$ cat config.mk
export PLATFORM = sky130hd
export DESIGN_NAME = bitmap_with_population_count_core
export DESIGN_NICKNAME = d
export VERILOG_FILES = /design/src/hw/rtl/bpc_pkg.sv /design/src/hw/rtl/bpc_store.sv /design/src/hw/rtl/bitmap_with_population_count_core.sv
export SDC_FILE = /design/constraint.sdc
export NUM_CORES = 2
export LEC_CHECK = 0
export BUFFER_PORTS_ARGS = -buffer_cell sky130_fd_sc_hd__buf_4
export CAP_MARGIN = 20
export CORE_ASPECT_RATIO = 0.9
export CORE_MARGIN = 5
export CORE_UTILIZATION = 30
export CTS_CLUSTER_SIZE = 24
export DETAILED_ROUTE_END_ITERATION = 8
export SYNTH_ARGS = -nofsm -noshare
export SYNTH_HDL_FRONTEND = slang
export SYNTH_SLANG_ARGS = --single-unit
$ cat constraint.sdc
create_clock -name clk_i -period 6.7 [get_ports clk_i]
set_input_delay 1.34 -clock clk_i [delete_from_list [all_inputs] [get_ports clk_i]]
set_output_delay 1.34 -clock clk_i [all_outputs]
set_load 0.01 [all_outputs]
$ cat src/hw/rtl/bpc_pkg.sv
// Types and constants for the bitmap with population count.
package bpc_pkg;

  localparam int CAPACITY_BITS = 1024;
  localparam int WORD_BITS     = 8;
  localparam int STORE_WORDS   = (CAPACITY_BITS + WORD_BITS - 1) / WORD_BITS;

  localparam int IDX_W   = 16;
  localparam int SEL_W   = $clog2(WORD_BITS);
  localparam int ADDR_W  = (STORE_WORDS > 1) ? $clog2(STORE_WORDS) : 1;
  localparam int CNT_W   = $clog2(CAPACITY_BITS + 1);
  localparam int COUNT_W = 11;

  localparam logic [ADDR_W-1:0] LAST_WORD = ADDR_W'(STORE_WORDS - 1);
  localparam logic [IDX_W:0]    IDX_LIMIT = (IDX_W + 1)'(CAPACITY_BITS);
  localparam logic [CNT_W-1:0]  CNT_CAP   = CNT_W'(CAPACITY_BITS);

  typedef logic [WORD_BITS-1:0] word_t;
  typedef logic [ADDR_W-1:0]    addr_t;

  // Operation codes; code 3 behaves as a read.
  typedef enum logic [1:0] {
    FUNC_READ  = 2'd0,
    FUNC_WRITE = 2'd1,
    FUNC_CLEAR = 2'd2
  } func_e;

  typedef enum logic [1:0] {
    ST_IDLE,
    ST_RMW,
    ST_WIPE
  } state_e;

  // Write port of the bit store.
  typedef struct packed {
    logic  en;
    addr_t addr;
    word_t data;
  } wr_req_t;

endpackage

$ cat src/hw/rtl/bpc_store.sv
// Word store of the bitmap: one read port, one write port, valid bits for reset.
module bpc_store (
  input  logic             clk_i,
  input  logic             rst_ni,
  input  logic             rd_en_i,
  input  bpc_pkg::addr_t   rd_addr_i,
  output bpc_pkg::word_t   rd_data_o,
  input  bpc_pkg::wr_req_t wr_i
);

  bpc_pkg::word_t                      mem_q [bpc_pkg::STORE_WORDS];
  logic [bpc_pkg::STORE_WORDS-1:0]     valid_q;
  bpc_pkg::word_t                      rd_word_q;
  logic                                rd_valid_q;

  always_ff @(posedge clk_i) begin
    if (wr_i.en) begin
      mem_q[wr_i.addr] <= wr_i.data;
    end
    if (rd_en_i) begin
      rd_word_q <= mem_q[rd_addr_i];
    end
  end

  // Entry never written since reset reads as zero.
  always_ff @(posedge clk_i or negedge rst_ni) begin
    if (!rst_ni) begin
      valid_q    <= '0;
      rd_valid_q <= 1'b0;
    end else begin
      if (wr_i.en) begin
        valid_q[wr_i.addr] <= 1'b1;
      end
      if (rd_en_i) begin
        rd_valid_q <= valid_q[rd_addr_i];
      end
    end
  end

  assign rd_data_o = rd_valid_q ? rd_word_q : '0;

endmodule

$ cat src/hw/rtl/bitmap_with_population_count_core.sv
// Top level of the bitmap with population count.
//
// A bitmap of bpc_pkg::CAPACITY_BITS bits held in a synchronous word store
// (bpc_pkg::WORD_BITS bits a word), plus a counter of set bits. Each input
// beat reads a bit, writes a bit, or clears the whole map, and produces
// exactly one output beat carrying the addressed bit, the set and unset
// counts and an index error flag. A read or write first reads the word
// from the store, then updates it, writes it back and loads the output
// register, waiting while an earlier result is still held. A clear-all
// walks every word of the store (128 words in the default build), zeroing
// each in turn. The store needs no clearing pass after
// reset: per-word valid bits make unwritten words read as zero. in_ready_o
// is high whenever the block is idle, even while an earlier result waits
// in the output register; a new item then stalls only when its own result
// is ready before the old one is taken. An index at or beyond capacity
// returns bit 0 with index_error_o set, and a write to it changes nothing.
// Operation code 3 acts as a read.
module bitmap_with_population_count_core (
  input  logic                        clk_i,
  input  logic                        rst_ni,
  input  logic                        in_valid_i,
  output logic                        in_ready_o,
  input  logic [1:0]                  func_i,
  input  logic [bpc_pkg::IDX_W-1:0]   bit_index_i,
  input  logic                        bit_value_in_i,
  output logic                        out_valid_o,
  input  logic                        out_ready_i,
  output logic                        bit_value_o,
  output logic [bpc_pkg::COUNT_W-1:0] set_count_o,
  output logic [bpc_pkg::COUNT_W-1:0] unset_count_o,
  output logic                        index_error_o
);

  bpc_pkg::state_e state_q, state_d;

  // Request registers, loaded on input beat.
  logic [1:0]                  func_q;
  logic [bpc_pkg::IDX_W-1:0]   idx_q;
  logic                        val_q;

  logic [bpc_pkg::CNT_W-1:0]   ones_q, ones_d;
  bpc_pkg::addr_t              ptr_q, ptr_d;

  // Output register.
  logic                        out_valid_q;
  logic                        out_bit_q, out_bit_d;
  logic [bpc_pkg::COUNT_W-1:0] out_set_q, out_set_d;
  logic [bpc_pkg::COUNT_W-1:0] out_unset_q, out_unset_d;
  logic                        out_err_q, out_err_d;

  logic             in_fire;
  logic             out_free;
  logic             load_out;
  logic             rd_en;
  bpc_pkg::wr_req_t wr;
  bpc_pkg::word_t   rd_word;
  bpc_pkg::word_t   new_word;
  logic             idx_err;
  logic             was_set;
  logic             is_write;
  logic             changes;
  logic             wipe_last;
  logic [bpc_pkg::SEL_W-1:0] sel;
  bpc_pkg::addr_t   word_addr;

  bpc_store u_store (
    .clk_i     (clk_i),
    .rst_ni    (rst_ni),
    .rd_en_i   (rd_en),
    .rd_addr_i (word_addr),
    .rd_data_o (rd_word),
    .wr_i      (wr)
  );

  assign in_ready_o = (state_q == bpc_pkg::ST_IDLE);
  assign in_fire    = in_valid_i && in_ready_o;
  assign out_free   = !out_valid_q || out_ready_i;

  // Address comes straight from the port on the accepting beat so the
  // store read lines up with the next cycle.
  assign word_addr = in_fire ? bit_index_i[bpc_pkg::SEL_W +: bpc_pkg::ADDR_W]
                             : idx_q[bpc_pkg::SEL_W +: bpc_pkg::ADDR_W];
  assign sel       = idx_q[bpc_pkg::SEL_W-1:0];
  assign idx_err   = {1'b0, idx_q} >= bpc_pkg::IDX_LIMIT;
  assign was_set   = rd_word[sel];
  assign is_write  = (func_q == bpc_pkg::FUNC_WRITE);
  assign changes   = is_write && !idx_err && (was_set != val_q);
  assign wipe_last = (ptr_q == bpc_pkg::LAST_WORD);

  always_comb begin
    new_word      = rd_word;
    new_word[sel] = val_q;
  end

  // Next state.
  always_comb begin
    state_d = state_q;
    unique case (state_q)
      bpc_pkg::ST_IDLE: begin
        if (in_fire) begin
          state_d = (func_i == bpc_pkg::FUNC_CLEAR) ? bpc_pkg::ST_WIPE
                                                     : bpc_pkg::ST_RMW;
        end
      end
      bpc_pkg::ST_RMW: begin
        if (out_free) begin
          state_d = bpc_pkg::ST_IDLE;
        end
      end
      bpc_pkg::ST_WIPE: begin
        if (wipe_last && out_free) begin
          state_d = bpc_pkg::ST_IDLE;
        end
      end
      default: state_d = bpc_pkg::ST_IDLE;
    endcase
  end

  // Outputs of the sequencer: store port, counter, pointer, result.
  always_comb begin
    rd_en       = 1'b0;
    wr          = '0;
    load_out    = 1'b0;
    ones_d      = ones_q;
    ptr_d       = ptr_q;
    out_bit_d   = out_bit_q;
    out_set_d   = out_set_q;
    out_unset_d = out_unset_q;
    out_err_d   = out_err_q;
    unique case (state_q)
      bpc_pkg::ST_IDLE: begin
        rd_en = in_fire && (func_i != bpc_pkg::FUNC_CLEAR);
        if (in_fire) begin
          ptr_d = '0;
        end
      end
      bpc_pkg::ST_RMW: begin
        if (out_free) begin
          load_out = 1'b1;
          wr.en    = changes;
          wr.addr  = idx_q[bpc_pkg::SEL_W +: bpc_pkg::ADDR_W];
          wr.data  = new_word;
          if (changes) begin
            ones_d = val_q ? ones_q + 1'b1 : ones_q - 1'b1;
          end
          out_bit_d   = !idx_err && (is_write ? val_q : was_set);
          out_set_d   = bpc_pkg::COUNT_W'(ones_d);
          out_unset_d = bpc_pkg::COUNT_W'(bpc_pkg::CNT_CAP - ones_d);
          out_err_d   = idx_err;
        end
      end
      bpc_pkg::ST_WIPE: begin
        // Zero one word a cycle; hold on the last word until the
        // output register frees up.
        wr.en   = 1'b1;
        wr.addr = ptr_q;
        wr.data = '0;
        if (!wipe_last) begin
          ptr_d = ptr_q + 1'b1;
        end else if (out_free) begin
          load_out    = 1'b1;
          ptr_d       = '0;
          ones_d      = '0;
          out_bit_d   = 1'b0;
          out_set_d   = '0;
          out_unset_d = bpc_pkg::COUNT_W'(bpc_pkg::CNT_CAP);
          out_err_d   = 1'b0;
        end
      end
      default: begin
        ptr_d = '0;
      end
    endcase
  end

  always_ff @(posedge clk_i or negedge rst_ni) begin
    if (!rst_ni) begin
      state_q     <= bpc_pkg::ST_IDLE;
      ones_q      <= '0;
      ptr_q       <= '0;
      out_valid_q <= 1'b0;
    end else begin
      state_q <= state_d;
      ones_q  <= ones_d;
      ptr_q   <= ptr_d;
      if (load_out) begin
        out_valid_q <= 1'b1;
      end else if (out_ready_i) begin
        out_valid_q <= 1'b0;
      end
    end
  end

  always_ff @(posedge clk_i) begin
    if (in_fire) begin
      func_q <= func_i;
      idx_q  <= bit_index_i;
      val_q  <= bit_value_in_i;
    end
    out_bit_q   <= out_bit_d;
    out_set_q   <= out_set_d;
    out_unset_q <= out_unset_d;
    out_err_q   <= out_err_d;
  end

  assign out_valid_o   = out_valid_q;
  assign bit_value_o   = out_bit_q;
  assign set_count_o   = out_set_q;
  assign unset_count_o = out_unset_q;
  assign index_error_o = out_err_q;

endmodule

## After elaboration in Yosys (flattened, before gate mapping)

Memory sizes are Yosys's and may differ from the RTL's. A register that Yosys moved wholly into a read port is not among the register bits.
Index checks and enable logic that the tools add are counted.

| word-level totals | value |
|---|---|
| bits in writable memories | 1,024 |
| memories | 1 |
| input bits | 23 |
| register bits after elaboration | 193 |
| word-level logic and storage cells | 105 |

Memories:

| memory | words | width | rd ports | clocked after Yosys merged registers in | write ports | line | text |
|---|---|---|---|---|---|---|---|
| u_store.mem_q | 128 | 8 | 1 | 1 | 1 | bpc_store.sv:11 | `bpc_pkg::word_t mem_q [bpc_pkg::STORE_WORDS];` |

| operators by class | value |
|---|---|
| bitwise gates (word level) | 2 |
| multiplexer cells | 49 |
| equality and inequality tests | 13 |
| reduce and logical (&&, ||, !) cells | 17 |
| add/sub/neg operators | 4 |
| order comparisons | 6 |

Operators with widths:

| kind | count |
|---|---|
| 128-bit OR | 1 |
| 11-bit two-way mux | 10 |
| 11-bit case mux with 2 select lines | 2 |
| 16-bit case mux with 2 select lines | 1 |
| 7-bit two-way mux | 4 |
| 7-bit case mux with 3 select lines | 1 |
| 16-bit by 11-bit greater-or-equal comparator with 1-bit output, second input constant | 1 |
| 7-bit by 8-bit less-than comparator with 1-bit output, second input constant | 2 |
| 1-bit two-way mux | 16 |
| 16-bit two-way mux | 1 |
| 11-bit by 1-bit adder with 11-bit output, second input constant | 1 |
| 11-bit by 1-bit subtractor with 11-bit output, second input constant | 1 |
| 11-bit subtractor, first input constant | 1 |
| 2-bit != test, second input constant | 5 |
| 8-bit bitwise mux | 1 |
| 1-bit logical AND | 8 |
| 2-bit two-way mux | 4 |
| 8-bit two-way mux | 1 |
| 7-bit by 1-bit adder with 7-bit output, second input constant | 1 |
| 1-bit binary-select mux with 7-bit select | 1 |
| 1-bit demux with 7-bit select | 1 |
| 7-bit equality test, second input constant | 1 |
| 7-bit by 1-bit greater-or-equal comparator with 1-bit output, second input constant | 1 |
| 1-bit case mux with 2 select lines | 3 |
| 17 further kinds | 22 |

## Longest topological paths before layout

| logic depth | value |
|---|---|
| word-level depth | 12 |
| mapped depth | 15 |

## Modules after synthesis

From an unflattened synthesis, not the netlist that was laid out.

| unflattened totals | value |
|---|---|
| cell total of the unflattened synthesis | 2,407 |
| area, all modules | 48,869.4 µm² |

Modules (own cells, without submodules):

| module | sequential area each (µm²) | area an instance (µm²) | cells an instance | instances |
|---|---|---|---|---|
| bpc_store | 34,217.8 | 45,087.0 | 2,040 | 1 |
| bitmap_with_population_count_core | 1,816.7 | 3,782.4 | 367 | 1 |

## Worst setup path before layout

Ideal clock, no wire load.

| timing path | value |
|---|---|
| path kind | input-to-reg |
| start | in out_ready_i |
| end | mem u_store.mem_q[0][2] (netlist bit) (data pin) |
| stages on the path | 4 |
| buffers on the path | 1 |
| required time | 5.809 ns |
| arrival | 5.284 ns |
| library setup time | 0.891 ns |
| setup slack | 0.525 ns |
| path through | nand2b_1 > nand3_1 > clkbuf_1 > a21oi_1 |

RTL lines:

| item | line | text |
|---|---|---|
| start: declaration | bitmap_with_population_count_core.sv:27 | `input logic out_ready_i,` |
| end: declaration | bpc_store.sv:11 |  |

## Worst setup path after layout

| timing path | value |
|---|---|
| start | reg state_q[0] |
| end | mem u_store.mem_q[82][2] (netlist bit), enable pin |

| on the way | value |
|---|---|
| longest elaborated chain between the ends | 4 |
| elaborated cells on any way between the ends | 5 |
| those cells by class | 2 x eq/ne; 3 x mux |

Ends and longest elaborated chain:

| item | line | text |
|---|---|---|
| start: declaration | bitmap_with_population_count_core.sv:34 | `bpc_pkg::state_e state_q, state_d;` |
| start signal: assignment | bitmap_with_population_count_core.sv:178 | `state_q <= bpc_pkg::ST_IDLE;` |
| start signal: assignment | bitmap_with_population_count_core.sv:183 | `state_q <= state_d;` |
| 2-bit equality test or 2-bit by 1-bit equality test with 1-bit output (tied branches) | bitmap_with_population_count_core.sv:130 | `unique case (state_q)` |
| 16-bit case mux with 2 select lines * | bitmap_with_population_count_core.sv:130 |  |
| 1-bit two-way mux | bpc_store.sv:17 | `if (wr_i.en) begin` |
| 1-bit two-way mux (implied by the code) | bpc_store.sv:18 | `mem_q[wr_i.addr] <= wr_i.data;` |

Every way passes the cells marked *; elsewhere a longest branch is shown, timed or not.

==> metrics.yaml <==
run_status:
  status: "complete, no violations"
sta:
  hold_viol: 0
  max_freq_mhz: 205
  final.min_clock_period_ns: 4.88
  worstMarginPinSlew_ns: 1.22
  setup_tns_ns: 0
  worst_slack_ns: 1.82
  rsz0062_at_grt: "false"
  relSlewSlack_pct: 18.3
  maxSlewViolCount: 0
  finalClockSkew_ns: 0.0226
  whs_ns: 0.451
  finalSetupViolCount: 0
  fin_crit_sh_pct: 72.8
global_route:
  grt_pass1_vias: 28707
  grt_max_degree: 129
  overflow: 0
  track_usage_pct: 15.0
  antenna_found_initial: 2
  grt_pass1_wl_um: 198000
min_path:
  min_path_cells: 1
  min_from: "u_store.valid_q[78]"
  min_path_type: "flip-flop to flip-flop"
  min_to: "u_store.valid_q[78]"
logic_synthesis:
  synth_edf_count: 1075
  syn-num-nets: 3345
  synth_seq_area_share_pct: 72.3
  synthCells: 3307
  synth.distinct_cells: 77
  synth-warning-count: 0
  ys_seq_elements: 1225
  synth_flop_cell: "edfxtp_1"
  synth_area_um2: 49800
  synth_area_per_cell_um2: 15.1
  async_flop_share_pct: 12.2
clocking:
  post-cts-setup-buffer-count: 0
  clockBufferDepth: 3
  cts_resized: 0
  htreeDepth: 3
  cts-root-buf: "clkbuf_16"
  cts_hold_buf: 0
  numCtsBuffers: 121
  clk_latency_ns: 0.71
  cts_tree: "yes"
  clkTransAtPathRegs_ns: 0.06
  cts.sinks: 1225
setup_path:
  worstReg2RegStart: "state_q[0]"
  worst_ep_required_time_ns: 7.02
  endpoint_kind: "flip-flop"
  critPathArrivalTime_ns: 5.20
  criticalPathCategory: "flip-flop to flip-flop"
  path_max_fanout: 35
  worstSetupStartpointType: "flip-flop"
  r2r_end: "u_store.mem_q[82][2]"
  reg2reg_depth: 10
  rrSetupSlack_ns: 1.82
  cp-startpoint: "state_q[0]"
flow_run:
  cap_violations: 0
pwr:
  p_per_area_nw_per_um2: 361
  seqPwrFrac_pct: 42.6
  power.share.clock_pct: 33.1
  comb_power_share_pct: 24.3
  p_sw_mw: 6.45
  swShare_pct: 31.2
  p_leak_nw: 19.4
  ir_drop_mv: 0.218
  internal_power_mw: 14.2
final_layout:
  fill_cells: 15595
  nets: 3451
  final_cell_area_um2: 57200
  instances_no_fill: 5737
  area_growth_pct: 14.9
  drive_gt1_share_pct: 16.5
detailed_routing:
  vias_per_cell: 5.20
  drt-total-wl_um: 135000
  vias: 29853
  dr_wl_met2_um: 60500
  drt_iter0_markers: 3453
  m1WireLength_um: 58600
  top_layer_used: "met5"
  drc: 0
  antenna_left: 0
  dr.pass1.iters: 7
  wl_met3_um: 11500
  routedWlPerCell_um: 23.5
placed_design:
  pre_cts_slack_ns: 1.38
  port_buffers: 48
  gp_congestion: 0.924
  place_area_um2: 53100
  place_inst: 5493
  dp_hpwl_um: 84800
floorplan:
  die_h_um: 397
  pin_count: 49
  rows: 141
  die-area_um2: 174000
  core_area_um2: 165000
  initial_core_util_pct: 30.3
  die_x_um: 440
==> synthesized netlist by cell type (13+ instances only) <==
cell / count / area (um^2)
mux4_2: 113 / 2540
ha_1: 14 / 175
a21o_1: 32 / 240
buf_2: 72 / 360
dfrtp_1: 150 / 3750
nor3_1: 72 / 360
or2_2: 20 / 125
a21oi_1: 61 / 305
mux2i_1: 123 / 1230
nor2_1: 127 / 477
nor2_2: 25 / 156
clkbuf_1: 90 / 338
nand4_1: 19 / 119
nand2_1: 544 / 2040
o21ai_0: 69 / 345
nor3_2: 15 / 150
a311oi_1: 14 / 123
a22oi_1: 35 / 263
nand3_1: 152 / 761
or2_1: 55 / 344
edfxtp_1: 1075 / 32300
o22ai_1: 19 / 119
a32oi_1: 103 / 902
a31oi_1: 43 / 269
o21bai_1: 17 / 128
buf_1: 13 / 48.8
inv_1: 19 / 71.3
==> critical path, cell delays in order (launching register included) <==
cell	delay (ns)
dfrtp_1	0.40
inv_1	0.09
ha_1	0.14
buf_4	0.35
and2_1	0.47
nand2_1	0.14
o21ai_0	0.32
inv_1	0.10
o21ai_0	0.81
nand2_1	0.63
nor3_1	1.00
==> routing by layer <==
layer | global-route usage [%] | vias to the layer above
met1 | 21.9 | 15271
met3 | 3.15 | 230
met4 | 4.52 | 2
met2 | 22.6 | 1389
met5 | 0 | -
li1 | - | 12961
==> cell type report <==
| cell class | instances | area (um^2) | share of cell area (%) |
|---|---|---|---|
| timing repair buffer | 178 | 1390 | 2.43 |
| tap | 2216 | 2770 | 4.84 |
| multi-input combinational | 1867 | 13000 | 22.6 |
| inverter | 20 | 75.1 | 0.131 |
| antenna | 1 | 2.50 | 0.00437 |
| clock inverter | 73 | 677 | 1.18 |
| sequential | 1225 | 36000 | 63.0 |
| clock buffer | 157 | 3330 | 5.82 |
==> state kept, by name, indices dropped and copies added, names as in the netlist, 2 cells and up <==
signal             flops
u_store.mem_q       1024
u_store.valid_q      128
idx_q                 16
ones_q                11
set_count_o           11
unset_count_o         11
u_store.rd_word_q      8
ptr_q                  7
func_q                 2
state_q                2
==> through the flow <==
step | power (mW) | utilization (%)
final | 20.7 | 34.8
after global routing | 21.4 | 34.8
after CTS | 20.7 | 34.7
after detailed placement | 13.9 | 32.3
after global placement | 13.9 | 32.2
after floorplan | 12.0 | -
==> placed cells by master (no fill, tap or decap), drive strengths merged, types with 10 or more instances in the layout <==
master	n
nand3	152
o22ai	19
o2111ai	10
nand2	544
mux4	113
clkinv	51
a311oi	14
o21ai	72
clkbuf	163
mux2i	123
xnor2	12
o21bai	29
a32oi	103
buf	172
nor3	87
a21o	32
edfxtp	1075
o31ai	12
bufinv	12
nor2	152
a22oi	35
nand4	19
inv	24
and2	10
ha	14
dfrtp	150
a211oi	10
or2	75
a31oi	43
a21oi	63
==> power by group through the flow <==
stage	Clock [mW]	Combinational (mW)	Sequential [mW]
2_1_floorplan	0	3.08	8.95
3_3_place_gp	0	4.95	8.95
3_5_place_dp	0	4.98	8.96
4_1_cts	6.94	4.99	8.80
5_1_grt	7.26	5.36	8.81
6_report	6.83	5.02	8.80
==> how the worst max path moves through the flow <==
stage,endpoint,slack (ns),cells after the start
floorplan,u_store.mem_q[0][2],0.52,4
global route,u_store.mem_q[82][2],1.66,10
CTS,u_store.mem_q[50][6],1.90,10
global placement,u_store.mem_q[82][1],1.39,9
finish,u_store.mem_q[82][2],1.82,10
detailed placement,u_store.mem_q[50][2],1.38,9
==> kinds of logic after synthesis <==
family                     count (synthesis)  share of synthesized area, %
DFF                                     1225                          72.3
and+or+nand+nor                         1094                          9.99
AOI/OAI and AO/OA                        497                          7.22
muxes                                    242                          7.72
buffers and inverters                    215                          2.02
xor gates and xnor gates                  19                         0.334
adders and majority gates                 15                         0.392
Note: power is estimated with default switching activity, not from simulation.
